### src/rtl/core/lslf_pkg.sv
// ----------------------------------------------------------------------------
// lslf_pkg
// Types, widths and codes shared by the line-fit modules.
// ----------------------------------------------------------------------------
package lslf_pkg;

    localparam int MAX_POINTS = 1024;
    localparam int CNT_W      = 11;
    localparam int IN_W       = 16;
    localparam int SUM_W      = 26;
    localparam int SQ_W       = 41;
    localparam int XY_W       = 42;
    localparam int PROD_W     = 53;
    localparam int SPR_W      = 54;
    localparam int MAG_W      = 70;
    localparam int MUL_AW     = 104;
    localparam int MUL_BW     = 56;
    localparam int MUL_PW     = 160;
    localparam int NUM_W      = 88;
    localparam int REM_W      = 54;
    localparam int DIV_CW     = 7;
    localparam int FRAC_SHIFT = 17;
    localparam int RES_W      = 48;
    localparam int CORR_W     = 16;
    localparam int SQ_SHIFT   = 32;

    typedef struct packed {
        logic signed [IN_W-1:0] x_value;
        logic signed [IN_W-1:0] y_value;
        logic                   last_point;
    } point_t;

    typedef struct packed {
        logic signed [RES_W-1:0]  slope;
        logic signed [RES_W-1:0]  intercept;
        logic signed [CORR_W-1:0] correlation;
        logic                     fit_valid;
        logic                     correlation_valid;
        logic                     point_overflow;
        logic [CNT_W-1:0]         point_count;
    } result_t;

    // accumulated sums of one finished data set
    typedef struct packed {
        logic [CNT_W-1:0]        count;
        logic signed [SUM_W-1:0] sum_x;
        logic signed [SUM_W-1:0] sum_y;
        logic [SQ_W-1:0]         sum_x_squared;
        logic [SQ_W-1:0]         sum_y_squared;
        logic signed [XY_W-1:0]  sum_xy;
        logic                    overflow_seen;
    } snap_t;

    typedef struct packed {
        logic              start;
        logic [MUL_AW-1:0] a;
        logic [MUL_BW-1:0] b;
    } mul_req_t;

    typedef struct packed {
        logic              done;
        logic [MUL_PW-1:0] p;
    } mul_rsp_t;

    typedef enum logic [3:0] {
        ST_IDLE,
        ST_MUL,
        ST_MWAIT,
        ST_CALC,
        ST_ICPT,
        ST_DIV_INIT,
        ST_DIV_RUN,
        ST_DIV_END,
        ST_SQ_INIT,
        ST_SQ_CHK,
        ST_SQ_WAIT,
        ST_OUT
    } back_state_t;

    typedef enum logic [3:0] {
        STEP_NXX,
        STEP_SXSQ,
        STEP_NYY,
        STEP_SYSQ,
        STEP_NXY,
        STEP_SXSY,
        STEP_MAGA,
        STEP_MAGB,
        STEP_PSQ,
        STEP_SXY2
    } step_t;

endpackage

### src/rtl/core/lslf_front.sv
// ----------------------------------------------------------------------------
// lslf_front
// Point accumulator: count and running sums, one point per cycle.
// ----------------------------------------------------------------------------
module lslf_front (
    input  logic             clk,
    input  logic             rst_n,
    input  logic             accept,
    input  lslf_pkg::point_t point,
    output logic             snap_push,
    output lslf_pkg::snap_t  snap
);

    logic [lslf_pkg::CNT_W-1:0]        count_reg, count_next;
    logic signed [lslf_pkg::SUM_W-1:0] sum_x_reg, sum_x_next;
    logic signed [lslf_pkg::SUM_W-1:0] sum_y_reg, sum_y_next;
    logic [lslf_pkg::SQ_W-1:0]         sxx_reg, sxx_next;
    logic [lslf_pkg::SQ_W-1:0]         syy_reg, syy_next;
    logic signed [lslf_pkg::XY_W-1:0]  sxy_reg, sxy_next;
    logic                              ovf_reg, ovf_next;
    logic signed [31:0]                xx, yy, xy;
    logic                              take;

    always_comb
    begin
        take       = (count_reg < lslf_pkg::CNT_W'(lslf_pkg::MAX_POINTS));
        xx         = point.x_value * point.x_value;
        yy         = point.y_value * point.y_value;
        xy         = point.x_value * point.y_value;
        count_next = count_reg;
        sum_x_next = sum_x_reg;
        sum_y_next = sum_y_reg;
        sxx_next   = sxx_reg;
        syy_next   = syy_reg;
        sxy_next   = sxy_reg;
        ovf_next   = ovf_reg;
        if (take)
        begin
            count_next = count_reg + lslf_pkg::CNT_W'(1);
            sum_x_next = sum_x_reg + lslf_pkg::SUM_W'(point.x_value);
            sum_y_next = sum_y_reg + lslf_pkg::SUM_W'(point.y_value);
            sxx_next   = sxx_reg + lslf_pkg::SQ_W'($unsigned(xx));
            syy_next   = syy_reg + lslf_pkg::SQ_W'($unsigned(yy));
            sxy_next   = sxy_reg + lslf_pkg::XY_W'(xy);
        end
        else
        begin
            ovf_next = 1'b1;
        end
    end

    assign snap_push          = accept && point.last_point;
    assign snap.count         = count_next;
    assign snap.sum_x         = sum_x_next;
    assign snap.sum_y         = sum_y_next;
    assign snap.sum_x_squared = sxx_next;
    assign snap.sum_y_squared = syy_next;
    assign snap.sum_xy        = sxy_next;
    assign snap.overflow_seen = ovf_next;

    always_ff @(posedge clk or negedge rst_n)
    begin
        if (!rst_n)
        begin
            count_reg <= '0;
            sum_x_reg <= '0;
            sum_y_reg <= '0;
            sxx_reg   <= '0;
            syy_reg   <= '0;
            sxy_reg   <= '0;
            ovf_reg   <= 1'b0;
        end
        else if (accept)
        begin
            if (point.last_point)
            begin
                count_reg <= '0;
                sum_x_reg <= '0;
                sum_y_reg <= '0;
                sxx_reg   <= '0;
                syy_reg   <= '0;
                sxy_reg   <= '0;
                ovf_reg   <= 1'b0;
            end
            else
            begin
                count_reg <= count_next;
                sum_x_reg <= sum_x_next;
                sum_y_reg <= sum_y_next;
                sxx_reg   <= sxx_next;
                syy_reg   <= syy_next;
                sxy_reg   <= sxy_next;
                ovf_reg   <= ovf_next;
            end
        end
    end

endmodule

### config.mk
export PLATFORM = sky130hd
export DESIGN_NAME = lslf_front
export DESIGN_NICKNAME = d
export VERILOG_FILES = /design/src/rtl/core/lslf_pkg.sv /design/src/rtl/core/lslf_front.sv
export SDC_FILE = /design/constraint.sdc
export NUM_CORES = 2
export LEC_CHECK = 0
export BUFFER_PORTS_ARGS = -buffer_cell sky130_fd_sc_hd__buf_2
export CORE_MARGIN = 5
export CORE_UTILIZATION = 48
export DETAILED_ROUTE_END_ITERATION = 8
export MAX_ROUTING_LAYER = met4
export PLACE_DENSITY = 0.67
export RECOVER_POWER = 50
export SYNTH_ARGS = -nofsm -noshare
export SYNTH_HDL_FRONTEND = slang
export SYNTH_SLANG_ARGS = --single-unit
### constraint.sdc
create_clock -name clk -period 9.75 [get_ports clk]
set_input_delay 0.975 -clock clk [delete_from_list [all_inputs] [get_ports clk]]
set_output_delay 0.975 -clock clk [all_outputs]
set_load 0.01 [all_outputs]
# --- Yosys cells after proc, flatten, opt, wreduce, memory -nomap -nowiden ---
# Index checks and enable logic that the tools add are counted.
word_totals:
  reg_bits: 188
  wordCells: 32
op_classes:
  magnitude_cmp: 1
  add_sub_neg: 6
  n_reduce_logical: 1
  n_mux: 14
  n_mul: 3
op_table:
  columns: ["operator", "count"]
  rows:
  - ["41-bit two-way mux", 4]
  - ["26-bit two-way mux", 4]
  - ["16-bit by 16-bit multiplier with 32-bit output", 3]
  - ["42-bit two-way mux", 2]
  - ["41-bit by 32-bit adder with 41-bit output", 2]
  - ["26-bit by 16-bit adder with 26-bit output", 2]
  - ["42-bit by 32-bit adder with 42-bit output", 1]
  - ["11-bit two-way mux", 2]
  - ["11-bit by 1-bit adder with 11-bit output (second input constant)", 1]
  - ["11-bit < comparator (second input constant)", 1]
  - ["1-bit two-way mux", 2]
  - ["1-bit logical AND", 1]

# --- Depth between registers and ports, before layout ---
depth:
  ltp_word: 4
  mapped_depth: 35
  mapped_depth_nobuf: 33

# --- Least setup slack after synthesis ---
# No wires, ideal clock.
synth_timing:
  path_type: "in2out"
  start: "input point[20] in the netlist's numbering"
  end: "output snap[119] in the netlist's numbering"
  stages: 32
  path_slack_ps: -36
  arrival_time_ps: 8811
  n_path_buf: 3
  path_cell_list: "clkbuf_1 clkbuf_1 nand2_1 inv_1 fa_1 inv_1 fa_1 fa_1 fa_1 inv_1 fa_1 fa_1 ha_1 a21o_1 a21oi_1 o21ai_0 a41oi_1 a21boi_1 o31ai_1 a21oi_1 and4b_1 or4b_1 ha_1 clkbuf_1 nand2_1 nand2_1 a21o_1 a221o_1 a211oi_1 o31ai_2 and2_1 xnor2_1"
synth_lines:
  columns: ["element", "line", "rtl"]
  rows:
  - ["from (decl)", "lslf_front.sv:9", "input lslf_pkg::point_t point,"]
  - ["to (decl)", "lslf_front.sv:11", "output lslf_pkg::snap_t snap"]

==> qor.yml <==
timing:
  hold_violations: 0
  report.final.setup_viol: 0
  final.hold.worst_slack_ns: 0.5149
  clock_skew_ns: 0.01720
  maximum_clock_frequency_ghz: 0.1044
  timing.max_slew.rel_slack: -2.626
  min_period_ns: 9.575
  tightest_pin_transition_ns: 5.440
  report.final.slew_viol_count: 491
  share_of_the_cycle_needed_by_the_critical_path_after_routing: 0.9821
  setup_slack_ns: 0.1748
  unrepaired_setup_endpoints_after_global_routing: "true"
global_route:
  maximum_number_of_pins_on_one_net_before_global_route_repair: 173
  initial_antenna_violation_count: 10
  vias_in_the_first_global_route: 38510
  grt_overflow_total: 0
  globalRouteTotalUtil: 0.2742
  grt_pass1_wl_um: 209400
yosys:
  synth.lib_cells_used.distinct: 88
  synth_async_reset_ratio: 1.000
  yosysWarnings: 0
  syn_nets: 6311
  synth_area_um2: 44820
  synth_edf_count: 0
  yosysTopAreaCell: "fa_1"
  synth_ff_type: "dfrtp_1"
  synth_seq_area_share: 0.1050
  syn_inst: 5048
  synth.area.top_cells: "fa_1, ha_1, dfrtp_1"
  synth_top_area_share: 0.3635
  avgSynthCellArea_um2: 8.880
  synth.ff_latch_count: 188
route:
  drt_first_iter_violations: 2247
  number_of_design_rule_violations_left_after_detail_routing: 0
  vias_per_cell: 5.456
  wl_per_cell_um: 19.53
  num_vias: 36740
  drt-total-wl_um: 131500
  antenna_left: 0
  detailed_routing_iteration_count_for_the_pre_antenna_repair_pass: 7
finish:
  syn_to_layout_area_delta_pct: 13.74
  fin_util: 0.5479
  post_route_cells_drive_above_1_share: 0.1460
  fin_nets: 6722
  largest_register_ffs: 42
  post_route_cell_area_um2: 50980
floorplan:
  fp.coreArea_um2: 93050
  start_util: 0.4817
  die_height_um: 315.6
  placement_rows: 112
  ioPinCount: 225
  die-area_um2: 99590
  chipWidth_um: 315.6
worst_setup_path:
  start_kind: "primary input"
  critPathMaxStageDelay_ns: 0.55
  startpoint: "point[26]"
  slowest_stage: "or4b_4"
  timing.critical_path.mode_cell: "fa_1"
  worstSetupEndpointType: "output port"
  cp_data_arrival_time_ns: 8.60
  setup.worst_path.class: "primary input to output port"
  rrSetupSlack_ns: 1.07
  critical_path.reg2reg.startpoint: "count_reg[10]$_DFFE_PN0P_"
  cp.required_ns: 8.78
  worst_path_maximum_fanout: 6
clock_tree:
  clkSinkCount: 188
  clock_latency_ns: 0.49
  tritoncts_clock_tree: "done"
  htree_num_levels: 4
  clock_tree.root_cell: "clkbuf_16"
  ctsHoldBuffers: 0
  cts_inserted_buffers: 17
  cts-root-to-sink-buffers: 2
  clk_transition_reported_paths_ns: 0.09
placement:
  detailed_place.area_um2: 49510
  io_buffer_count: 224
  gp_congestion: 0.9488
  hpwlAfterDp_um: 107800
  post-place-ws_ns: -0.3794
hold_path:
  hold_path_origin: "syy_reg[40]$_DFFE_PN0P_"
  holdCritPathClass: "flip-flop to flip-flop"
run:
  max_cap_violation_count: 9
outcome:
  violations: "capacitance limit, slew limit"
  status: "complete, but fails checks"
## timing repair
item	in CTS	in global routing
setup endpoints to repair	22	37
setup buffers	7	14
resized for setup	77	138
endpoints found under the hold margin	0	0
pin swaps	38	88
## worst max-delay path, delay by kind of cell
kind / cells / cell delay, ns
AOI/OAI and AO/OA: 10 / 2.03
and+or+nand+nor: 6 / 1.21
buffers and inverters: 9 / 0.88
xor gates and xnor gates: 1 / 0.11
adders and majority gates: 8 / 3.40
## final timing paths
kind	end	depth (start not counted)
max	snap[121]	34
min	syy_reg[40]$_DFFE_PN0P_	2
max reg2reg	sxx_reg[25]$_DFFE_PN0P_	8
min reg2reg	syy_reg[40]$_DFFE_PN0P_	2
max in group asynchronous	count_reg[10]$_DFFE_PN0P_	3
min in group asynchronous	syy_reg[9]$_DFFE_PN0P_	1
## synth_stat cells, types with 23 or more instances
| cell type | count |
|---|---|
| inv_1 | 1002 |
| o21a_1 | 36 |
| ha_1 | 413 |
| fa_1 | 814 |
| a21oi_1 | 165 |
| a22o_1 | 95 |
| xor2_1 | 104 |
| o21ai_0 | 287 |
| and3_1 | 26 |
| xnor2_1 | 133 |
| and2_1 | 137 |
| nand3_1 | 50 |
| o31ai_1 | 29 |
| dfrtp_1 | 188 |
| nor3_1 | 36 |
| o21bai_1 | 23 |
| clkbuf_1 | 190 |
| a211oi_1 | 27 |
| a21o_1 | 80 |
| nand2_1 | 612 |
| nor2_1 | 219 |
| nor2b_1 | 24 |
| nand2b_1 | 38 |
## routing by layer
| metal | vias up | part of all wire | track usage |
|---|---|---|---|
| met2 | 987 | 0.51 | 0.4696 |
| met3 | 260 | 0.048 | 0.03172 |
| met5 | - | 0 | - |
| met4 | 0 | 0.043 | 0.09662 |
| met1 | 18610 | 0.40 | 0.3389 |
| li1 | 16880 | - | - |
## kinds of logic after synthesis
group	after synthesis	synth area share
and+or+nand+nor	1241	0.1275
adders and majority gates	1227	0.4788
DFF	188	0.1050
xor gates and xnor gates	237	0.04631
muxes	26	0.006420
AOI/OAI and AO/OA	913	0.1339
buffers and inverters	1216	0.1021
## area by class of cell
type | instances | area (um^2)
diodes | 8 | 20.02
flip-flops and latches | 188 | 4708
multi-input cells | 3644 | 36090
fillers | 8556 | 42070
well taps | 1254 | 1569
repair buffers | 595 | 4177
inverters | 1013 | 3816
clock inverters | 15 | 173.9
clock buffers | 17 | 425.4
## metrics by stage
step,setup TNS (ns),cells
2_1_floorplan,0,5048
5_1_grt,-1.356,6732
6_report,0,6734
3_3_place_gp,-2.597,6674
3_5_place_dp,-3.926,6674
4_1_cts,-0.01617,6713
## placed cells by master, fill, tap and decap left out, drive strengths merged, types with 38 or more instances in the layout
cell,count
inv,1008
fa,814
nand2,612
buf,570
ha,413
o21ai,291
nor2,219
dfrtp,188
a21oi,165
and2,137
xnor2,133
xor2,104
a22o,95
a21o,81
nand3,50
clkbuf,42
nand2b,38
Power is left out: the tool's default activity adds up to more than one toggle a clock period on the data nets, which glitch-free logic cannot reach.
