[config.mk]
export PLATFORM = sky130hd
export DESIGN_NAME = lslf_mul
export DESIGN_NICKNAME = d
export VERILOG_FILES = /design/src/rtl/core/lslf_pkg.sv /design/src/rtl/core/lslf_mul.sv
export SDC_FILE = /design/constraint.sdc
export NUM_CORES = 1
export LEC_CHECK = 0
export BUFFER_PORTS_ARGS = -buffer_cell sky130_fd_sc_hd__buf_2
export CELL_PAD_IN_SITES_DETAIL_PLACEMENT = 2
export CELL_PAD_IN_SITES_GLOBAL_PLACEMENT = 2
export CORE_MARGIN = 5
export CORE_UTILIZATION = 35
export DETAILED_ROUTE_END_ITERATION = 10
export PLACE_DENSITY = 0.83
export SLEW_MARGIN = 20
export SYNTH_ARGS = -nofsm -noshare
export SYNTH_HDL_FRONTEND = slang
export SYNTH_SLANG_ARGS = --single-unit
export TNS_END_PERCENT = 20
[constraint.sdc]
create_clock -name clk -period 5.4 [get_ports clk]
set_clock_uncertainty 0.2 [all_clocks]
set_input_delay 1.62 -clock clk [delete_from_list [all_inputs] [get_ports clk]]
set_output_delay 1.62 -clock clk [all_outputs]
set_load 0.005 [all_outputs]
[src/rtl/core/lslf_pkg.sv]
// ----------------------------------------------------------------------------
// lslf_pkg
// Types, widths and codes shared by the line-fit modules.
// ----------------------------------------------------------------------------
package lslf_pkg;

    localparam int MAX_POINTS = 1024;
    localparam int CNT_W      = 11;
    localparam int IN_W       = 16;
    localparam int SUM_W      = 26;
    localparam int SQ_W       = 41;
    localparam int XY_W       = 42;
    localparam int PROD_W     = 53;
    localparam int SPR_W      = 54;
    localparam int MAG_W      = 70;
    localparam int MUL_AW     = 104;
    localparam int MUL_BW     = 56;
    localparam int MUL_PW     = 160;
    localparam int NUM_W      = 88;
    localparam int REM_W      = 54;
    localparam int DIV_CW     = 7;
    localparam int FRAC_SHIFT = 17;
    localparam int RES_W      = 48;
    localparam int CORR_W     = 16;
    localparam int SQ_SHIFT   = 32;

    typedef struct packed {
        logic signed [IN_W-1:0] x_value;
        logic signed [IN_W-1:0] y_value;
        logic                   last_point;
    } point_t;

    typedef struct packed {
        logic signed [RES_W-1:0]  slope;
        logic signed [RES_W-1:0]  intercept;
        logic signed [CORR_W-1:0] correlation;
        logic                     fit_valid;
        logic                     correlation_valid;
        logic                     point_overflow;
        logic [CNT_W-1:0]         point_count;
    } result_t;

    // accumulated sums of one finished data set
    typedef struct packed {
        logic [CNT_W-1:0]        count;
        logic signed [SUM_W-1:0] sum_x;
        logic signed [SUM_W-1:0] sum_y;
        logic [SQ_W-1:0]         sum_x_squared;
        logic [SQ_W-1:0]         sum_y_squared;
        logic signed [XY_W-1:0]  sum_xy;
        logic                    overflow_seen;
    } snap_t;

    typedef struct packed {
        logic              start;
        logic [MUL_AW-1:0] a;
        logic [MUL_BW-1:0] b;
    } mul_req_t;

    typedef struct packed {
        logic              done;
        logic [MUL_PW-1:0] p;
    } mul_rsp_t;

    typedef enum logic [3:0] {
        ST_IDLE,
        ST_MUL,
        ST_MWAIT,
        ST_CALC,
        ST_ICPT,
        ST_DIV_INIT,
        ST_DIV_RUN,
        ST_DIV_END,
        ST_SQ_INIT,
        ST_SQ_CHK,
        ST_SQ_WAIT,
        ST_OUT
    } back_state_t;

    typedef enum logic [3:0] {
        STEP_NXX,
        STEP_SXSQ,
        STEP_NYY,
        STEP_SYSQ,
        STEP_NXY,
        STEP_SXSY,
        STEP_MAGA,
        STEP_MAGB,
        STEP_PSQ,
        STEP_SXY2
    } step_t;

endpackage

[src/rtl/core/lslf_mul.sv]
// ----------------------------------------------------------------------------
// lslf_mul
// Shift-add unsigned multiplier, one multiplier bit per cycle.
// ----------------------------------------------------------------------------
module lslf_mul (
    input  logic               clk,
    input  logic               rst_n,
    input  lslf_pkg::mul_req_t req,
    output lslf_pkg::mul_rsp_t rsp
);

    logic                         run_reg;
    logic                         done_reg;
    logic [lslf_pkg::MUL_PW-1:0]  a_reg;
    logic [lslf_pkg::MUL_BW-1:0]  b_reg;
    logic [lslf_pkg::MUL_PW-1:0]  acc_reg;

    assign rsp.done = done_reg;
    assign rsp.p    = acc_reg;

    always_ff @(posedge clk or negedge rst_n)
    begin
        if (!rst_n)
        begin
            run_reg  <= 1'b0;
            done_reg <= 1'b0;
        end
        else
        begin
            done_reg <= 1'b0;
            if (req.start)
            begin
                run_reg <= 1'b1;
            end
            else if (run_reg && (b_reg == '0))
            begin
                run_reg  <= 1'b0;
                done_reg <= 1'b1;
            end
        end
    end

    always_ff @(posedge clk)
    begin
        if (req.start)
        begin
            a_reg   <= lslf_pkg::MUL_PW'(req.a);
            b_reg   <= req.b;
            acc_reg <= '0;
        end
        else if (run_reg && (b_reg != '0))
        begin
            if (b_reg[0])
            begin
                acc_reg <= acc_reg + a_reg;
            end
            a_reg <= a_reg << 1;
            b_reg <= b_reg >> 1;
        end
    end

endmodule

==> Word-level counts from Yosys, hierarchy flattened <==
Cells that the tools add are included.
{ "totals": {"wordCells": 22, "output_inout_bits": 161, "inputBits": 163, "ff_bits": 378} }
{ "classes": {"mux": 8, "n_addsub": 1, "n_reduce_logical": 7} }
{ "op_table": {"columns": ["cell", "n"], "rows": [
  ["104-bit two-way mux", 2],
  ["160-bit adder", 1],
  ["56-bit two-way mux", 2],
  ["56-bit logical NOT", 1],
  ["56-bit nonzero test", 1],
  ["1-bit two-way mux", 4],
  ["2-bit nonzero test", 2],
  ["1-bit logical AND", 2],
  ["2-bit AND reduction", 1]
]} }

==> Logic depth before layout (Yosys ltp) <==
{ "logic_depth": {"word_depth": 4, "ltp_mapped": 14, "depth_no_buf": 14} }

==> Worst setup path before layout <==
Ideal clock, no wire load.
{ "synth_timing": {"path_kind": "input to register", "startpoint": "in req[160] (netlist name)", "endpoint": "reg a_reg[0] (netlist name), enable pin", "required_time_ns": 4.747, "setup_ns": 0.453, "cell_stages": 4, "arrival_ns": 4.417, "path_slack_ns": 0.331, "path_buffers": 3, "path_cell_list": "clkbuf_1 > clkbuf_1 > clkbuf_1 > or2_2"} }
{ "synth_via": {"elab_chain_cells": 1} }
{ "synth_lines": {"columns": ["item", "line_no", "source"], "rows": [
  ["from (decl)", "lslf_mul.sv:8", "input lslf_pkg::mul_req_t req,"],
  ["2-bit nonzero test (no line)", null, null],
  ["to (signal assigned)", "lslf_mul.sv:47", "a_reg <= lslf_pkg::MUL_PW'(req.a);"],
  ["to (signal assigned)", "lslf_mul.sv:57", "a_reg <= a_reg << 1;"],
  ["to (decl)", "lslf_mul.sv:14", "logic [lslf_pkg::MUL_PW-1:0] a_reg;"]
]} }
No other way between the ends.
A chain may end at the register's enable or synchronous reset.

==> Worst setup path after layout <==
{ "layout_timing": {"startpoint": "reg a_reg[12] (netlist name)", "endpoint": "reg acc_reg[119] (netlist name)"} }
{ "layout_via": {"elab_chain_cells": 1} }
{ "layout_lines": {"columns": ["item", "line_no", "source"], "rows": [
  ["160-bit adder", "lslf_mul.sv:55", "acc_reg <= acc_reg + a_reg;"],
  ["to (signal assigned)", "lslf_mul.sv:55", null],
  ["to (decl)", "lslf_mul.sv:16", "logic [lslf_pkg::MUL_PW-1:0] acc_reg;"]
]} }
No other way between the ends.

==> impl_metrics.tcl <==
set metrics [dict create \
    io_pins 324 \
    coreArea_um2 71600 \
    fin_crit_ns 4.69 \
    ys_warn_count 0 \
    grt_setup_unrepaired "false" \
    endpoint_kind "register" \
    routed_wl_mm 103 \
    cts_tree "done" \
    die_x_um 279 \
    outcome "finished, final reports clean" \
    synth_area_per_cell_um2 8.69 \
    antenna_found_initial 1 \
    crit_required_ns 5.73 \
    async_flop_share_pct 0.529 \
    power.internal_uw 6740 \
    routedWlPerCell_um 24.9 \
    use_met1_pct 30.8 \
    cp.arrival_ns 5.02 \
    min_to "acc_reg[157]" \
    hold_class "register to register" \
    p_seq_share_pct 32.9 \
    areaGrowthSynthToFinish_pct 15.4 \
    hold_viol 0 \
    dr.pass1.iters 5 \
    grt_pass1_vias 26400 \
    layout_setup_ws_ns 0.708 \
    synth-seq-area-share_pct 36.2 \
    dp.final_hpwl_mm 80.0 \
    gp_congestion 0.909 \
    grt_pass1_wl_mm 157 \
    chipHeight_um 279 \
    sw_frac_of_total_pct 39.6 \
    reg2reg_slack_ns 0.71 \
    drv_cap 0 \
    synth_area_um2 25300 \
    tightest_slew_ns 1.03 \
    hold_path_depth 2 \
    critical_path_class "register to register" \
    cts-root-buf "clkbuf_16" \
    finalInstanceArea_um2 29200 \
    cts_setup_buffers 0 \
    pwr-share-comb_pct 37.7 \
    htreeDepth 2 \
    cts_buffers 47 \
    place_area_um2 27600 \
    drv_slew 0 \
    synth_ff_type "dfxtp_1" \
    r2r_start "a_reg[12]" \
    postRouteAntennaNets 0 \
    final-setup-viol-count 0 \
    synth_edf_count 160 \
    io_buffers 323 \
    final.period_utilization_pct 86.9 \
    vias 23700 \
    p_sw_uw 4410 \
    synth.net_count 3239 \
    power_density_nw_per_um2 382 \
    hold_start "acc_reg[157]" \
    power_frac_clock_pct 29.4 \
    insertion_delay_ns 0.62 \
    grtUsageMet2_pct 45.3 \
    drc_errors 0 \
    busiest_layer "met2" \
    final_nets 3462 \
    ys_seq_elements 378 \
    dieArea_um2 77900 \
    pre_cts_ws_ns 0.921 \
    globalRouteOverflowTotal 0 \
    grt_max_degree 119 \
    hold_buffers 0 \
    clock.fmax_ghz 0.213 \
    worst_r2r_endpoint "acc_reg[119]" \
    slew_headroom_pct 31.1 \
    grtUsageMet3_pct 4.57 \
    vdd.ir_drop.worst_v 0.000277 \
    num_rows 98 \
    p_leak_uw 0.0127 \
    finalSetupTns_ns 0 \
    grt_usage_pct 25.2 \
    drt_iter0_markers 1159 \
    final_layout_size_suffix_gt1_share_pct 19.8 \
    power_uw 11100 \
    cp_max_fo 6 \
    cp-start-kind "register" \
    ys_types 94 \
    nFillCells 8089 \
    ctsResizeCount 0 \
    clk_pin_slew_ns 0.06 \
    cts.path.max_buffers 3 \
    worst_r2r_path_depth 14 \
    syn_inst 2916 \
    avgViaCountPerCell 5.75 \
    initial_core_util_pct 35.4 \
    clkSinkCount 378 \
]
==> synthesized netlist by cell type (8+ instances only) <==
cell type  number  share of area, %
nor2_1        230               3.4
clkbuf_1      114               1.7
or2_2           9              0.22
o21ai_1        24              0.47
mux2i_1        58               2.3
mux2_2        158               7.0
edfxtp_1      160                19
a211oi_1       14              0.41
buf_4          10              0.30
ha_1          159               7.9
o211ai_1       13              0.39
nand4_1        90               2.2
nand2b_1       16              0.40
nor4_1         28              0.69
nor3_1         36              0.71
a21o_1        110               3.3
o31ai_1        16              0.47
o21ai_0       142               2.8
or3_1          15              0.37
nand2_1       422               6.3
a31oi_1        24              0.59
buf_1           8              0.12
o21bai_1       39               1.2
xor2_1         51               1.8
nor2b_1        16              0.40
a21boi_0       10              0.30
a221oi_1       10              0.35
and3_1         12              0.30
xnor2_1        90               3.1
o21a_1         21              0.62
a21oi_1       360               7.1
inv_1          41              0.61
nand3_1        33              0.65
buf_2          32              0.63
dfxtp_1       216                17
and2_1         11              0.27
==> routing by layer <==
layer	wire length (um)	share of wire (%)
met2	51100	50
met3	5240	5.1
met4	3340	3.2
met1	43100	42
met5	0	0
==> how the worst max path moves through the flow <==
| stage | from | end | slack [ns] | cells past startpoint |
|---|---|---|---|---|
| after floorplan | req[160] | a_reg[0] | 0.33 | 4 |
| after detailed placement | a_reg[1] | acc_reg[79] | 0.92 | 13 |
| after global placement | a_reg[33] | acc_reg[101] | 0.99 | 13 |
| after global routing | a_reg[0] | acc_reg[130] | 0.60 | 14 |
| after CTS | a_reg[0] | acc_reg[130] | 0.89 | 14 |
| final | a_reg[12] | acc_reg[119] | 0.71 | 14 |
==> power by group through the flow <==
| stage | Combinational [uW] | Sequential, uW | Clock (uW) |
|---|---|---|---|
| 2_1_floorplan | 2730 | 3610 | 0 |
| 3_3_place_gp | 3950 | 3680 | 0 |
| 3_5_place_dp | 4110 | 3720 | 0 |
| 4_1_cts | 4170 | 3670 | 3360 |
| 5_1_grt | 4550 | 3700 | 3470 |
| 6_report | 4200 | 3660 | 3280 |
==> cell type report <==
class | instances | area, um2 | area share [%]
flip-flops and latches | 378 | 9180 | 31.4
multi-input cells | 2328 | 15300 | 52.4
clock inverters | 26 | 302 | 1.03
clock buffers | 61 | 1290 | 4.41
inverters | 42 | 158 | 0.540
diodes | 1 | 2.50 | 0.00856
well taps | 950 | 1190 | 4.07
repair buffers | 342 | 1790 | 6.14
==> critical path, cell delays in order (launching register included) <==
cell,delay (ns)
edfxtp_1,0.44
ha_1,0.39
a21oi_1,0.52
o22ai_1,0.13
o21ai_0,0.37
nand2b_1,0.15
o211ai_1,0.48
a21oi_1,0.18
nor3_1,0.28
buf_4,0.22
o21ai_0,0.30
a31oi_1,0.50
xnor2_1,0.18
nand2_1,0.08
a21oi_1,0.17
==> through the flow <==
stage / util [%] / instances / hold slack (ns)
finish: 40.8 / 4128 / 0.276
global route: 40.8 / 4128 / 0.292
CTS: 40.8 / 4127 / 0.274
detailed placement: 38.6 / 4040 / 0.267
global placement: 38.6 / 4040 / 0.254
floorplan: - / 2916 / 0.259
==> cell usage in the layout (no fill, tap or decap), types with 8 or more instances in the layout <==
cell	synthesis	final
a21oi_1	360	360
a21o_1	110	110
nand2b_1	16	16
a221oi_1	10	10
or3_1	15	15
and2_1	11	10
a211oi_1	14	14
nor3_1	36	36
nand4_1	90	90
and3_1	12	12
or2_2	9	8
xor2_1	51	51
o211ai_1	13	13
nand2_1	422	422
ha_1	159	159
o21a_1	21	21
nor2_1	230	230
o21bai_1	39	39
o21ai_1	24	24
mux2i_1	58	58
buf_2	32	322
nand3_1	33	33
o21ai_0	142	142
inv_1	41	41
nor2b_1	16	15
xnor2_1	90	90
nor4_1	28	28
edfxtp_1	160	160
a21boi_0	10	10
dfxtp_1	216	216
clkbuf_1	114	8
mux2_2	158	158
buf_4	10	17
o31ai_1	16	16
clkbuf_16	0	47
a31oi_1	24	24
==> cell families (layout without fill, tap and decap cells) <==
logic type	after synthesis	after routing	synth area share, %
buffers and inverters	210	471	3.44
xor gates and xnor gates	141	141	4.88
and+or+nand+nor	951	951	17.1
muxes	218	218	9.43
DFF	378	378	36.2
AOI/OAI and AO/OA	858	858	21.0
other	0	1	0
adders and majority gates	160	160	7.93
No activity file was read; power rests on OpenSTA's default activity.
