## config.mk

```make
export PLATFORM = sky130hd
export DESIGN_NAME = lslf_queue
export DESIGN_NICKNAME = d
export VERILOG_FILES = /design/src/rtl/core/lslf_pkg.sv /design/src/rtl/core/lslf_queue.sv
export SDC_FILE = /design/constraint.sdc
export NUM_CORES = 1
export LEC_CHECK = 0
export BUFFER_PORTS_ARGS = -buffer_cell sky130_fd_sc_hd__buf_2
export CAP_MARGIN = 30
export CORE_ASPECT_RATIO = 0.5
export CORE_UTILIZATION = 43
export DETAILED_ROUTE_END_ITERATION = 6
export PLACE_DENSITY_LB_ADDON = 0.12
export SLEW_MARGIN = 20
export SYNTH_ARGS = -nofsm -noshare
export SYNTH_HDL_FRONTEND = slang
export SYNTH_SLANG_ARGS = --single-unit
```

## constraint.sdc

```tcl
create_clock -name clk -period 13.7 [get_ports clk]
set_clock_uncertainty 0.05 [all_clocks]
set_input_delay 2.055 -clock clk [delete_from_list [all_inputs] [get_ports clk]]
set_output_delay 2.055 -clock clk [all_outputs]
set_load 0.01 [all_outputs]
```

## src/rtl/core/lslf_pkg.sv

```systemverilog
// ----------------------------------------------------------------------------
// lslf_pkg
// Types, widths and codes shared by the line-fit modules.
// ----------------------------------------------------------------------------
package lslf_pkg;

    localparam int MAX_POINTS = 1024;
    localparam int CNT_W      = 11;
    localparam int IN_W       = 16;
    localparam int SUM_W      = 26;
    localparam int SQ_W       = 41;
    localparam int XY_W       = 42;
    localparam int PROD_W     = 53;
    localparam int SPR_W      = 54;
    localparam int MAG_W      = 70;
    localparam int MUL_AW     = 104;
    localparam int MUL_BW     = 56;
    localparam int MUL_PW     = 160;
    localparam int NUM_W      = 88;
    localparam int REM_W      = 54;
    localparam int DIV_CW     = 7;
    localparam int FRAC_SHIFT = 17;
    localparam int RES_W      = 48;
    localparam int CORR_W     = 16;
    localparam int SQ_SHIFT   = 32;

    typedef struct packed {
        logic signed [IN_W-1:0] x_value;
        logic signed [IN_W-1:0] y_value;
        logic                   last_point;
    } point_t;

    typedef struct packed {
        logic signed [RES_W-1:0]  slope;
        logic signed [RES_W-1:0]  intercept;
        logic signed [CORR_W-1:0] correlation;
        logic                     fit_valid;
        logic                     correlation_valid;
        logic                     point_overflow;
        logic [CNT_W-1:0]         point_count;
    } result_t;

    // accumulated sums of one finished data set
    typedef struct packed {
        logic [CNT_W-1:0]        count;
        logic signed [SUM_W-1:0] sum_x;
        logic signed [SUM_W-1:0] sum_y;
        logic [SQ_W-1:0]         sum_x_squared;
        logic [SQ_W-1:0]         sum_y_squared;
        logic signed [XY_W-1:0]  sum_xy;
        logic                    overflow_seen;
    } snap_t;

    typedef struct packed {
        logic              start;
        logic [MUL_AW-1:0] a;
        logic [MUL_BW-1:0] b;
    } mul_req_t;

    typedef struct packed {
        logic              done;
        logic [MUL_PW-1:0] p;
    } mul_rsp_t;

    typedef enum logic [3:0] {
        ST_IDLE,
        ST_MUL,
        ST_MWAIT,
        ST_CALC,
        ST_ICPT,
        ST_DIV_INIT,
        ST_DIV_RUN,
        ST_DIV_END,
        ST_SQ_INIT,
        ST_SQ_CHK,
        ST_SQ_WAIT,
        ST_OUT
    } back_state_t;

    typedef enum logic [3:0] {
        STEP_NXX,
        STEP_SXSQ,
        STEP_NYY,
        STEP_SYSQ,
        STEP_NXY,
        STEP_SXSY,
        STEP_MAGA,
        STEP_MAGB,
        STEP_PSQ,
        STEP_SXY2
    } step_t;

endpackage

```

## src/rtl/core/lslf_queue.sv

```systemverilog
// ----------------------------------------------------------------------------
// lslf_queue
// Two-entry queue of finished data-set sums between front and back.
// ----------------------------------------------------------------------------
module lslf_queue (
    input  logic            clk,
    input  logic            rst_n,
    input  logic            push,
    input  lslf_pkg::snap_t din,
    input  logic            pop,
    output lslf_pkg::snap_t dout,
    output logic            full,
    output logic            empty
);

    logic [1:0]      cnt_reg;
    logic [1:0]      cnt_next;
    lslf_pkg::snap_t head_reg;
    lslf_pkg::snap_t tail_reg;
    logic            push_eff;
    logic            pop_eff;

    assign full     = (cnt_reg == 2'd2);
    assign empty    = (cnt_reg == 2'd0);
    assign push_eff = push && !full;
    assign pop_eff  = pop && !empty;
    assign dout     = head_reg;

    always_comb
    begin
        cnt_next = cnt_reg;
        if (push_eff && !pop_eff)
        begin
            cnt_next = cnt_reg + 2'd1;
        end
        else if (pop_eff && !push_eff)
        begin
            cnt_next = cnt_reg - 2'd1;
        end
    end

    always_ff @(posedge clk or negedge rst_n)
    begin
        if (!rst_n)
        begin
            cnt_reg <= 2'd0;
        end
        else
        begin
            cnt_reg <= cnt_next;
        end
    end

    always_ff @(posedge clk)
    begin
        if (push_eff && pop_eff)
        begin
            if (cnt_reg == 2'd1)
            begin
                head_reg <= din;
            end
            else
            begin
                head_reg <= tail_reg;
                tail_reg <= din;
            end
        end
        else if (push_eff)
        begin
            if (cnt_reg == 2'd0)
            begin
                head_reg <= din;
            end
            else
            begin
                tail_reg <= din;
            end
        end
        else if (pop_eff)
        begin
            head_reg <= tail_reg;
        end
    end

endmodule

```

# Yosys cells after proc, flatten, opt, wreduce, memory -nomap -nowiden
# Index checks and enable logic that the tools add are counted.
totals:
  register_bits: 378
  in_bits: 192
  out_inout_bits: 190
  elab_cells: 48
classes:
  n_addsub: 2
  eq_ne: 5
  muxes: 11
  reduce_logical: 15
op_table:
  columns: ["operator", "n"]
  rows:
  - ["$mux 188", 9]
  - ["$logic_and 1x1->1", 5]
  - ["$logic_not 1->1", 4]
  - ["$mux 2", 2]
  - ["$reduce_bool 2->1", 2]
  - ["$ne 3x2->1 const B", 1]
  - ["$reduce_and 3->1", 1]
  - ["$reduce_bool 3->1", 1]
  - ["$add 2x1->2 const B", 1]
  - ["$eq 2x1->1 const B", 1]
  - ["$eq 2x2->1 const B", 1]
  - ["$logic_not 2->1", 1]
  - ["$ne 2x1->1 const B", 1]
  - ["$ne 2x2->1 const B", 1]
  - ["$reduce_and 2->1", 1]
  - ["$sub 2x1->2 const B", 1]

# Longest topological paths before layout
# Gate-level depths: netlist of the first run.
depth:
  word_depth: 7
  depth_mapped: 9
  depth_no_buf: 6

# Worst setup path after synthesis of the first run
# Ideal clock, no wire load.
synth_path:
  path_type: "input port to flip-flop"
  from: "input push"
  to: "register tail_reg[0] in the netlist's numbering, enable pin"
  arrival_time_ns: 10.490
  path_slack_ns: 2.422
  stages: 5
  path_buffers: 1
  cell_sequence: "nor2b_1 -> buf_2 -> ha_1 -> mux2i_1 -> nor2_1"
synth_between:
  elab_chain_len: 4
  elab_cells_between_ends: 6
  classes_between: "eq/ne: 2; reduce/logical: 4"
synth_lines:
  columns: ["item", "line_no", "text"]
  rows:
  - ["from (decl)", "lslf_queue.sv:8", "input logic push,"]
  - ["$logic_and 1x1->1 *", "lslf_queue.sv:25", "assign push_eff = push && !full;"]
  - ["$logic_and 1x1->1", "lslf_queue.sv:56", "if (push_eff && pop_eff)"]
  - ["$ne 2x2->1 (no line) (tied with other cells)", null, null]
  - ["$reduce_and 3->1 (no line) *", null, null]
  - ["to (signal assigned)", "lslf_queue.sv:65", "tail_reg <= din;"]
  - ["to (signal assigned)", "lslf_queue.sv:76", "tail_reg <= din;"]
  - ["to (decl)", "lslf_queue.sv:19", "lslf_pkg::snap_t tail_reg;"]
# Mark *: on every way between the ends. The rest lies on a longest branch, timed or not.
# A chain may end at the register's enable or synchronous reset.

# Worst setup path after layout of the first run
layout_path:
  from: "input push"
  to: "register head_reg (netlist bit dout[36]) (data pin)"
layout_between:
  elab_chain_len: 3
  elab_cells_between_ends: 4
  classes_between: "mux: 2; reduce/logical: 2"
layout_lines:
  columns: ["item", "line_no", "text"]
  rows:
  - ["$logic_and 1x1->1 *", "lslf_queue.sv:25", null]
  - ["$mux 188 / $logic_and 1x1->1 (equally long branches)", "lslf_queue.sv:68, lslf_queue.sv:56", null]
  - ["$mux 188 *", "lslf_queue.sv:56", null]
  - ["to (signal assigned)", "lslf_queue.sv:60", "head_reg <= din;"]
  - ["to (signal assigned)", "lslf_queue.sv:64", "head_reg <= tail_reg;"]
  - ["to (signal assigned)", "lslf_queue.sv:72", "head_reg <= din;"]
  - ["to (decl)", "lslf_queue.sv:18", "lslf_pkg::snap_t head_reg;"]
# Marked as above.

==> results.py, run 1 <==
metrics = {
    "floorplanning": {
        "io_pins": 382,
        "start_util_pct": 44.59,
        "fp-row-count": 45,
        "die_x_um": 255.4,
        "core_area_mm2": 0.03097,
        "die_area_mm2": 0.03287,
        "die_h_um": 128.7,
    },
    "hold_path": {
        "hold_start": "cnt_reg[0]",
        "worstHoldPathType": "reg2reg",
    },
    "synthesis": {
        "synth_fp_nets": 801,
        "synthTopCellsByCount": "376 x edfxtp_1, 100 x mux2_1, 88 x mux2_2, 14 x buf_6, 7 x buf_2",
        "synth_ff_type": "edfxtp_1",
        "synth-edff-count": 376,
        "synth_area_per_cell_um2": 22.82,
        "async_flop_share_pct": 0.5291,
        "synth_most_common_cell": "edfxtp_1",
        "syn_area_mm2": 0.01381,
        "synth_seq_area_share_pct": 82.14,
        "yosys-top-cells-area": "edfxtp_1 82%, mux2_1 8.2%, mux2_2 7.2%",
        "yosysTopAreaCell": "edfxtp_1",
        "synthCells": 605,
        "ys_types": 17,
        "synth.top_cell.area_share_pct": 81.78,
        "yosys_warnings": 0,
        "synth-seq-cells": 378,
    },
    "setup_path": {
        "arrival_ns": 5.12,
        "rrSetupSlack_ns": 9.73,
        "start_kind": "primary input",
        "r2r-start": "cnt_reg[0]",
        "path_class": "in2reg",
        "critPathCaptureType": "register",
        "cp.required_ns": 13.92,
        "crit_path_start": "push",
        "cp_max_fo": 166,
    },
    "clock_network": {
        "clk_pin_slew_ns": 0.06,
        "clk_latency_ns": 0.52,
        "cts_setup_buffers": 0,
        "cts_tree": "yes",
        "postCtsHoldBufs": 0,
        "post_cts_resize_count": 0,
        "cts-htree-levels": 2,
        "cts_buffers": 35,
        "clock_sinks": 378,
        "clock_path_buffers": 3,
        "clockRootBuffer": "clkbuf_16",
    },
    "placed_design": {
        "place_hpwl_mm": 18.57,
        "port_buffers": 381,
        "gp_congestion": 0.7803,
        "place_inst": 1393,
        "place_area_mm2": 0.01613,
        "pre_cts_slack_ns": 8.300,
    },
    "power": {
        "p_int_w": 0.002822,
        "power.switching_w": 0.001149,
        "swShare_pct": 28.93,
        "pwr-share-seq_pct": 49.9,
        "power_frac_comb_pct": 26.6,
        "p_per_area_mw_per_mm2": 230.3,
        "power.leakage_nw": 6.537,
        "clkPwrFrac_pct": 23.5,
        "ir_drop_mv": 0.1918,
    },
    "grt": {
        "antenna_found_initial": 5,
        "grt_pass1_wl_mm": 41.99,
        "grt_use_total_pct": 16.80,
        "grt_overflow": 0,
        "grt_pass1_vias": 7273,
        "grt_max_degree": 167,
    },
    "timing": {
        "tightest_slew_ns": 1.098,
        "final-max-slew-violation-count": 0,
        "fin_ws_ns": 8.791,
        "whs_ns": 0.4511,
        "finalCriticalPeriod_ns": 4.909,
        "rsz0062_at_grt": "false",
        "tns_ns": 0,
        "fmax_ghz": 0.2037,
        "hold_viol": 0,
        "setup_violations": 0,
        "period_share_pct": 35.83,
        "slew_headroom_pct": 26.80,
    },
    "drt": {
        "dr.first_iter.drc_count": 318,
        "wl_mm": 28.22,
        "vias": 6937,
        "postRouteAntennaNets": 0,
        "dr.pass1.iters": 4,
        "drc": 0,
        "wire_per_inst_um": 19.34,
        "avgViaCountPerCell": 4.755,
    },
    "status": {
        "outcome": "complete, no violations",
    },
    "final_layout": {
        "final_area_mm2": 0.01724,
        "nets": 1204,
        "finalNonFillerCells": 1459,
        "area_growth_pct": 24.87,
        "drive_above_1_share_pct": 50.73,
    },
    "run": {
        "cap_violations": 0,
    },
}
-- power by group through the flow --
| stage | clock network [W] | registers, W | logic, W |
|---|---|---|---|
| after global routing | 0.00101 | 0.00202 | 0.00114 |
| after CTS | 0.000964 | 0.00199 | 0.00108 |
| after global placement | 0 | 0.00200 | 0.00106 |
| final | 0.000935 | 0.00198 | 0.00105 |
| after floorplan | 0 | 0.00224 | 0.000505 |
| after detailed placement | 0 | 0.00201 | 0.00108 |
-- per-layer routing --
metal | share of wire [%] | routed length (um) | track usage [%] | up-vias
li1 | - | - | - | 3229
met1 | 39 | 11020 | 19.67 | 3515
met2 | 54 | 15270 | 30.40 | 145
met3 | 4.5 | 1272 | 4.177 | 46
met4 | 2.3 | 643 | 5.989 | 2
met5 | 0.028 | 8 | 0 | -
-- path summary, 6_finish.rpt --
path	to	cells after the start
setup / recovery	dout[36]	6
hold / removal	cnt_reg[0]	1
setup reg to reg	dout[36]	7
hold reg to reg	cnt_reg[0]	1
max in group asynchronous	cnt_reg[1]	1
min in group asynchronous	cnt_reg[0]	1
-- cells by family after synthesis --
| group | after synthesis | synth area share, % |
|---|---|---|
| buf+inv | 24 | 1.477 |
| simple gates | 6 | 0.2719 |
| mux | 190 | 15.57 |
| flops | 378 | 82.14 |
| fa+ha+maj | 4 | 0.3625 |
| compound gates | 2 | 0.1178 |
| xor+xnor | 1 | 0.06345 |
-- per-stage QoR --
| stage | power, W | util (%) |
|---|---|---|
| after global placement | 0.003054 | 52.08 |
| final | 0.003971 | 55.67 |
| after floorplan | 0.002744 | - |
| after global routing | 0.004167 | 55.66 |
| after detailed placement | 0.003087 | 52.08 |
| after CTS | 0.004031 | 55.54 |
-- cell type report --
cell class                 count  area (um^2)
timing repair buffer         387         1997
fill                        2496        13730
sequential                   378        11340
clock inverter                16        120.1
clock buffer                  44        952.2
inverter                       3        11.26
tap                          423        529.3
multi-input combinational    203         2277
antenna                        5        12.51
-- critical path, cell delays in order --
cell     delay [ns]
buf_2          0.08
nor2b_1        0.44
ha_1           0.35
mux2i_4        0.80
buf_12         0.67
mux2_2         0.42
-- layout by cell type (no fill, tap or decap), types with 3 or more instances in the layout --
cell type  Yosys  layout
buf_2          7     381
edfxtp_1     376     376
mux2_1       100     100
mux2_2        88      88
clkbuf_16      0      37
clkinv_1       0       8
clkbuf_1       0       7
clkinv_2       0       6
diode_2        0       5
ha_1           4       4
nor2b_1        3       3
inv_1          3       3
buf_4          0       3
Power figures use the tool's default switching activity.
==> run 2: changes to the inputs <==
- clock period: 13.7 -> 5 ns (I/O delays scaled with it)
==> run 2 against run 1 <==
Sequential cell count did not move. Setup slack got worse by 7.1 ns. Global-route usage rose by 0.72 points. Clock power rose to 2.6 times the previous value. Combinational power rose to 2.9 times the previous value.
==> results.py, run 2 (same netlist as run 1, synthesis figures left out) <==
metrics = {
    "status": {
        "outcome": "complete, no violations",
    },
    "run": {
        "cap_violations": 0,
    },
    "setup_path": {
        "arrival_ns": 3.55,
        "critPathBufInv": 2,
        "cp_cell_sequence": "inv_1 > ha_1 > nor2b_1 > ha_1 > mux2i_4 > buf_4 > mux2_2",
        "critPathCaptureType": "register",
        "path_class": "reg2reg",
        "critical-path-slowest-cell": "mux2i_4",
        "critPathMaxStageDelay_ns": 0.63,
        "cp.required_ns": 5.21,
        "rrSetupSlack_ns": 1.67,
        "cp_max_fo": 26,
        "crit_family": "multiplexers",
        "start_kind": "register",
        "worst_path_most_repeated_cell": "ha_1",
    },
    "clock_network": {
        "clock_path_buffers": 3,
        "clk_latency_ns": 0.52,
        "cts-htree-levels": 2,
        "cts_setup_buffers": 0,
        "clock_sinks": 378,
        "cts_tree": "yes",
        "clk_pin_slew_ns": 0.06,
        "cts_buffers": 35,
        "clockRootBuffer": "clkbuf_16",
    },
    "drt": {
        "postRouteAntennaNets": 0,
        "wire_per_inst_um": 19.78,
        "drc": 0,
        "vias": 7001,
        "dr.pass1.iters": 6,
        "wl_mm": 29.00,
        "dr.first_iter.drc_count": 347,
        "avgViaCountPerCell": 4.776,
    },
    "timing": {
        "tns_ns": 0,
        "hold_viol": 0,
        "finalCriticalPeriod_ns": 3.332,
        "slew_headroom_pct": 54.99,
        "setup_violations": 0,
        "fmax_ghz": 0.3001,
        "period_share_pct": 66.64,
        "tightest_slew_ns": 0.6610,
        "rsz0062_at_grt": "false",
        "final-max-slew-violation-count": 0,
    },
    "grt": {
        "grt_pass1_vias": 7417,
        "grt_pass1_wl_mm": 43.38,
        "grt_use_total_pct": 17.52,
        "grt_overflow": 0,
        "antenna_found_initial": 1,
        "grt_max_degree": 69,
    },
    "final_layout": {
        "nets": 1216,
        "layout_commonest_cell": "buf_2",
        "drive_above_1_share_pct": 51.06,
        "nFillCells": 2493,
        "finalNonFillerCells": 1466,
        "area_growth_pct": 25.76,
        "most-common-layout-cells": "381 x buf_2, 376 x edfxtp_1, 100 x mux2_1, 88 x mux2_2, 37 x clkbuf_16",
    },
    "placed_design": {
        "gp_congestion": 0.7730,
        "port_buffers": 381,
        "place_hpwl_mm": 20.06,
        "place_inst": 1404,
    },
    "floorplanning": {
        "io_pins": 382,
        "die_x_um": 255.4,
        "die_h_um": 128.7,
        "fp-row-count": 45,
        "die_area_mm2": 0.03287,
        "start_util_pct": 44.59,
        "core_area_mm2": 0.03097,
    },
    "power": {
        "power.leakage_nw": 6.599,
        "ir_drop_mv": 0.3107,
        "p_per_area_mw_per_mm2": 629.9,
    },
    "hold_path": {
        "worstHoldPathType": "in2reg",
    },
}
-- run 2: cell types whose count changed in the layout (fill, tap and decap cells not counted) --
cell	before	now
dlygate4sd3_1	0	1
clkbuf_1	7	10
clkinv_4	0	1
clkinv_1	8	6
buf_4	3	7
clkinv_2	6	4
bufinv_16	2	0
buf_12	2	9
inv_8	0	1
diode_2	5	1
-- run 2: layout make-up --
class                      instances  area, um^2  area share [%]
sequential                       378       11340           65.31
timing repair buffer             399        2177           12.54
tap                              423       529.3           3.048
clock inverter                    12       62.56          0.3603
clock buffer                      47       963.4           5.548
multi-input combinational        203        2277           13.11
inverter                           3       11.26         0.06485
antenna                            1       2.502         0.01441
-- run 2: worst paths after layout --
check | from | endpoint | cells past startpoint
max | cnt_reg[0] | dout[61] | 7
min reg2reg | cnt_reg[0] | cnt_reg[0] | 1
min in group asynchronous | rst_n | cnt_reg[1] | 2
max in group asynchronous | rst_n | cnt_reg[0] | 2
max reg2reg | cnt_reg[0] | dout[61] | 7
min | din[111] | tail_reg[111] | 1
-- run 2: power by group --
part | total, W | switching, W | leakage (nW) | internal (W)
registers | 0.00542 | 0.000268 | 3.62 | 0.00515
logic | 0.00304 | 0.00182 | 2.47 | 0.00123
clock network | 0.00247 | 0.00112 | 0.503 | 0.00136
-- run 2: routing by layer --
layer	wire (um)	GRT usage [%]
met1	11340	20.54
met5	0	0
met4	525	5.493
met3	1222	4.117
met2	15910	32.21
-- run 2: through the flow --
| stage | worst slack (ns) | hold slack [ns] | power (W) | utilization [%] | instance area (um^2) |
|---|---|---|---|---|---|
| after floorplan | 0.3205 | 0.4044 | 0.007330 | - | 13820 |
| after global placement | 1.604 | 0.4404 | 0.008512 | 52.63 | 16300 |
| after detailed placement | 1.548 | 0.4528 | 0.008608 | 52.63 | 16300 |
| after CTS | 1.659 | 0.3307 | 0.01112 | 55.98 | 17330 |
| after global routing | 1.475 | 0.3345 | 0.01150 | 56.07 | 17360 |
| final | 1.668 | 0.3674 | 0.01094 | 56.07 | 17360 |
-- run 2: timing repair --
action | CTS | global route
hold endpoints to repair | 2 | 0
hold buffers | 1 | 0
resized for setup | 0 | 0
==> run 3: changes to the inputs <==
- clock period: 5 -> 2.8 ns (I/O delays scaled with it)
==> run 3 against run 2 <==
Global-route usage is 0.44 points higher. Cell count is 0.48% higher. Setup slack worse by 1.4 ns. Critical path depth is 1 higher. Worst hold slack worse by 0.33 ns. Highest routed layer is now met5. Via count is 0.99% higher. Maximum frequency is 30% higher. Register-to-register slack worse by 1.4 ns. Non-clock buffer count is 3 higher. Clock-buffer cell count stayed put. Clock power is 82% higher. Sequential cell count stayed put.
==> results.py, run 3 (same netlist as run 1, synthesis figures left out) <==
metrics = {
    "drt": {
        "drc": 0,
        "avgViaCountPerCell": 4.800,
        "wire_per_inst_um": 20.13,
        "dr.pass1.iters": 5,
        "vias": 7070,
        "postRouteAntennaNets": 0,
        "wl_mm": 29.65,
        "dr.first_iter.drc_count": 408,
    },
    "timing": {
        "period_share_pct": 91.79,
        "setup_violations": 0,
        "slew_headroom_pct": 68.96,
        "finalCriticalPeriod_ns": 2.570,
        "final-max-slew-violation-count": 0,
        "fmax_ghz": 0.3891,
        "hold_viol": 0,
        "rsz0062_at_grt": "false",
        "fin_ws_ns": 0.2299,
        "tightest_slew_ns": 0.4656,
    },
    "placed_design": {
        "port_buffers": 381,
        "gp_congestion": 0.8227,
        "place_inst": 1408,
        "place_area_mm2": 0.01640,
        "pre_cts_slack_ns": 0.2215,
        "place_hpwl_mm": 20.58,
    },
    "setup_path": {
        "cp_max_fo": 34,
        "critical-path-slowest-cell": "dfrtp_1",
        "start_kind": "register",
        "critPathCaptureType": "register",
        "critPathMaxStageDelay_ns": 0.40,
        "arrival_ns": 2.78,
        "path_class": "reg2reg",
        "cp.required_ns": 3.01,
        "cp_cell_sequence": "inv_2 > ha_4 > nor2b_1 > ha_4 > mux2i_4 > buf_12 > buf_12 > mux2_1",
    },
    "clock_network": {
        "cts_buffers": 35,
        "clockRootBuffer": "clkbuf_16",
        "cts_setup_buffers": 0,
        "clk_pin_slew_ns": 0.06,
        "cts_tree": "yes",
        "clk_latency_ns": 0.52,
        "clock_sinks": 378,
        "cts-htree-levels": 2,
        "post_cts_resize_count": 0,
        "clock_path_buffers": 3,
    },
    "final_layout": {
        "area_growth_pct": 26.45,
        "drive_above_1_share_pct": 51.19,
        "nets": 1219,
        "final_area_mm2": 0.01746,
        "fin_util_pct": 56.38,
        "layout_commonest_cell": "buf_2",
        "finalNonFillerCells": 1473,
        "most-common-layout-cells": "381 x buf_2, 376 x edfxtp_1, 100 x mux2_1, 88 x mux2_2, 37 x clkbuf_16",
    },
    "power": {
        "ir_drop_mv": 0.5494,
        "swShare_pct": 29.25,
        "power.switching_w": 0.005772,
        "power_w": 0.01973,
        "p_per_area_mw_per_mm2": 1130,
        "power_frac_comb_pct": 28.1,
        "p_int_w": 0.01396,
        "power.leakage_nw": 6.620,
        "pwr-share-seq_pct": 49.1,
        "clkPwrFrac_pct": 22.7,
    },
    "grt": {
        "grt_pass1_vias": 7514,
        "grt_overflow": 0,
        "grt_use_total_pct": 17.96,
        "grt_max_degree": 75,
        "antenna_found_initial": 5,
        "grt_pass1_wl_mm": 44.88,
    },
    "run": {
        "cap_violations": 0,
    },
    "floorplanning": {
        "die_area_mm2": 0.03287,
        "io_pins": 382,
        "fp-row-count": 45,
        "start_util_pct": 44.59,
        "die_h_um": 128.7,
        "die_x_um": 255.4,
        "core_area_mm2": 0.03097,
    },
    "hold_path": {
        "worstHoldPathType": "in2reg",
    },
    "status": {
        "outcome": "complete, no violations",
    },
}
==> run 3: cell types whose count changed in the layout (fill, tap and decap cells not counted), moves of 2 or more <==
cell      before  now
ha_4           0    3
clkinv_2       4    1
diode_2        1    3
ha_1           4    1
buf_12         9   11
buf_4          7    9
clkinv_1       6   12
==> run 3: through the flow <==
stage	TNS, ns	hold WS [ns]
6_report	0	0.03844
5_1_grt	0	0.007420
4_1_cts	0	0.002861
3_5_place_dp	0	0.1592
3_3_place_gp	0	0.1566
2_1_floorplan	-461.02	0.07441
==> run 3: worst paths after layout <==
| check | start | to | slack (ns) | depth (start not counted) |
|---|---|---|---|---|
| max | cnt_reg[0] | dout[129] | 0.23 | 8 |
| max in group asynchronous | rst_n | cnt_reg[1] | 2.42 | 2 |
| max reg2reg | cnt_reg[0] | dout[129] | 0.23 | 8 |
| min | din[130] | tail_reg[130] | 0.04 | 1 |
| min in group asynchronous | rst_n | cnt_reg[0] | 0.18 | 2 |
| min reg2reg | tail_reg[71] | dout[71] | 0.48 | 1 |
==> run 3: timing repair <==
action / 4_1_cts / 5_1_grt
setup endpoints to repair: 0 / 0
hold buffers: 1 / 0
hold endpoints to repair: 2 / 0
==> run 3: area by class of cell <==
| class | count | area, um^2 |
|---|---|---|
| clock inverter | 14 | 80.08 |
| inverter | 3 | 11.26 |
| sequential | 378 | 11340 |
| clock buffer | 47 | 963.4 |
| antenna | 3 | 7.507 |
| tap | 423 | 529.3 |
| fill | 2510 | 13510 |
| timing repair buffer | 402 | 2205 |
| multi-input combinational | 203 | 2322 |
==> run 3: worst max-delay path, delay by kind of cell, from the launching register on <==
kind,cells,cell delay (ns)
and+or+nand+nor,1,0.24
adders and majority gates,2,0.37
DFF,1,0.40
buffers and inverters,3,0.56
muxes,2,0.67
==> run 3: metal layers <==
metal  track usage [%]  wire length (um)  vias up
met3             4.117              1197       38
li1                  -                 -     3268
met4             5.670               456        2
met2             32.27             16120      146
met5                 0                14        -
met1             21.72             11860     3616
==> run 3: power groups by stage <==
stage	logic (W)	registers (W)	clock network, W
after global placement	0.00558	0.00974	0
after detailed placement	0.00568	0.00982	0
after floorplan	0.00254	0.0106	0
final	0.00555	0.00969	0.00449
after global routing	0.00600	0.00989	0.00484
after CTS	0.00570	0.00972	0.00462
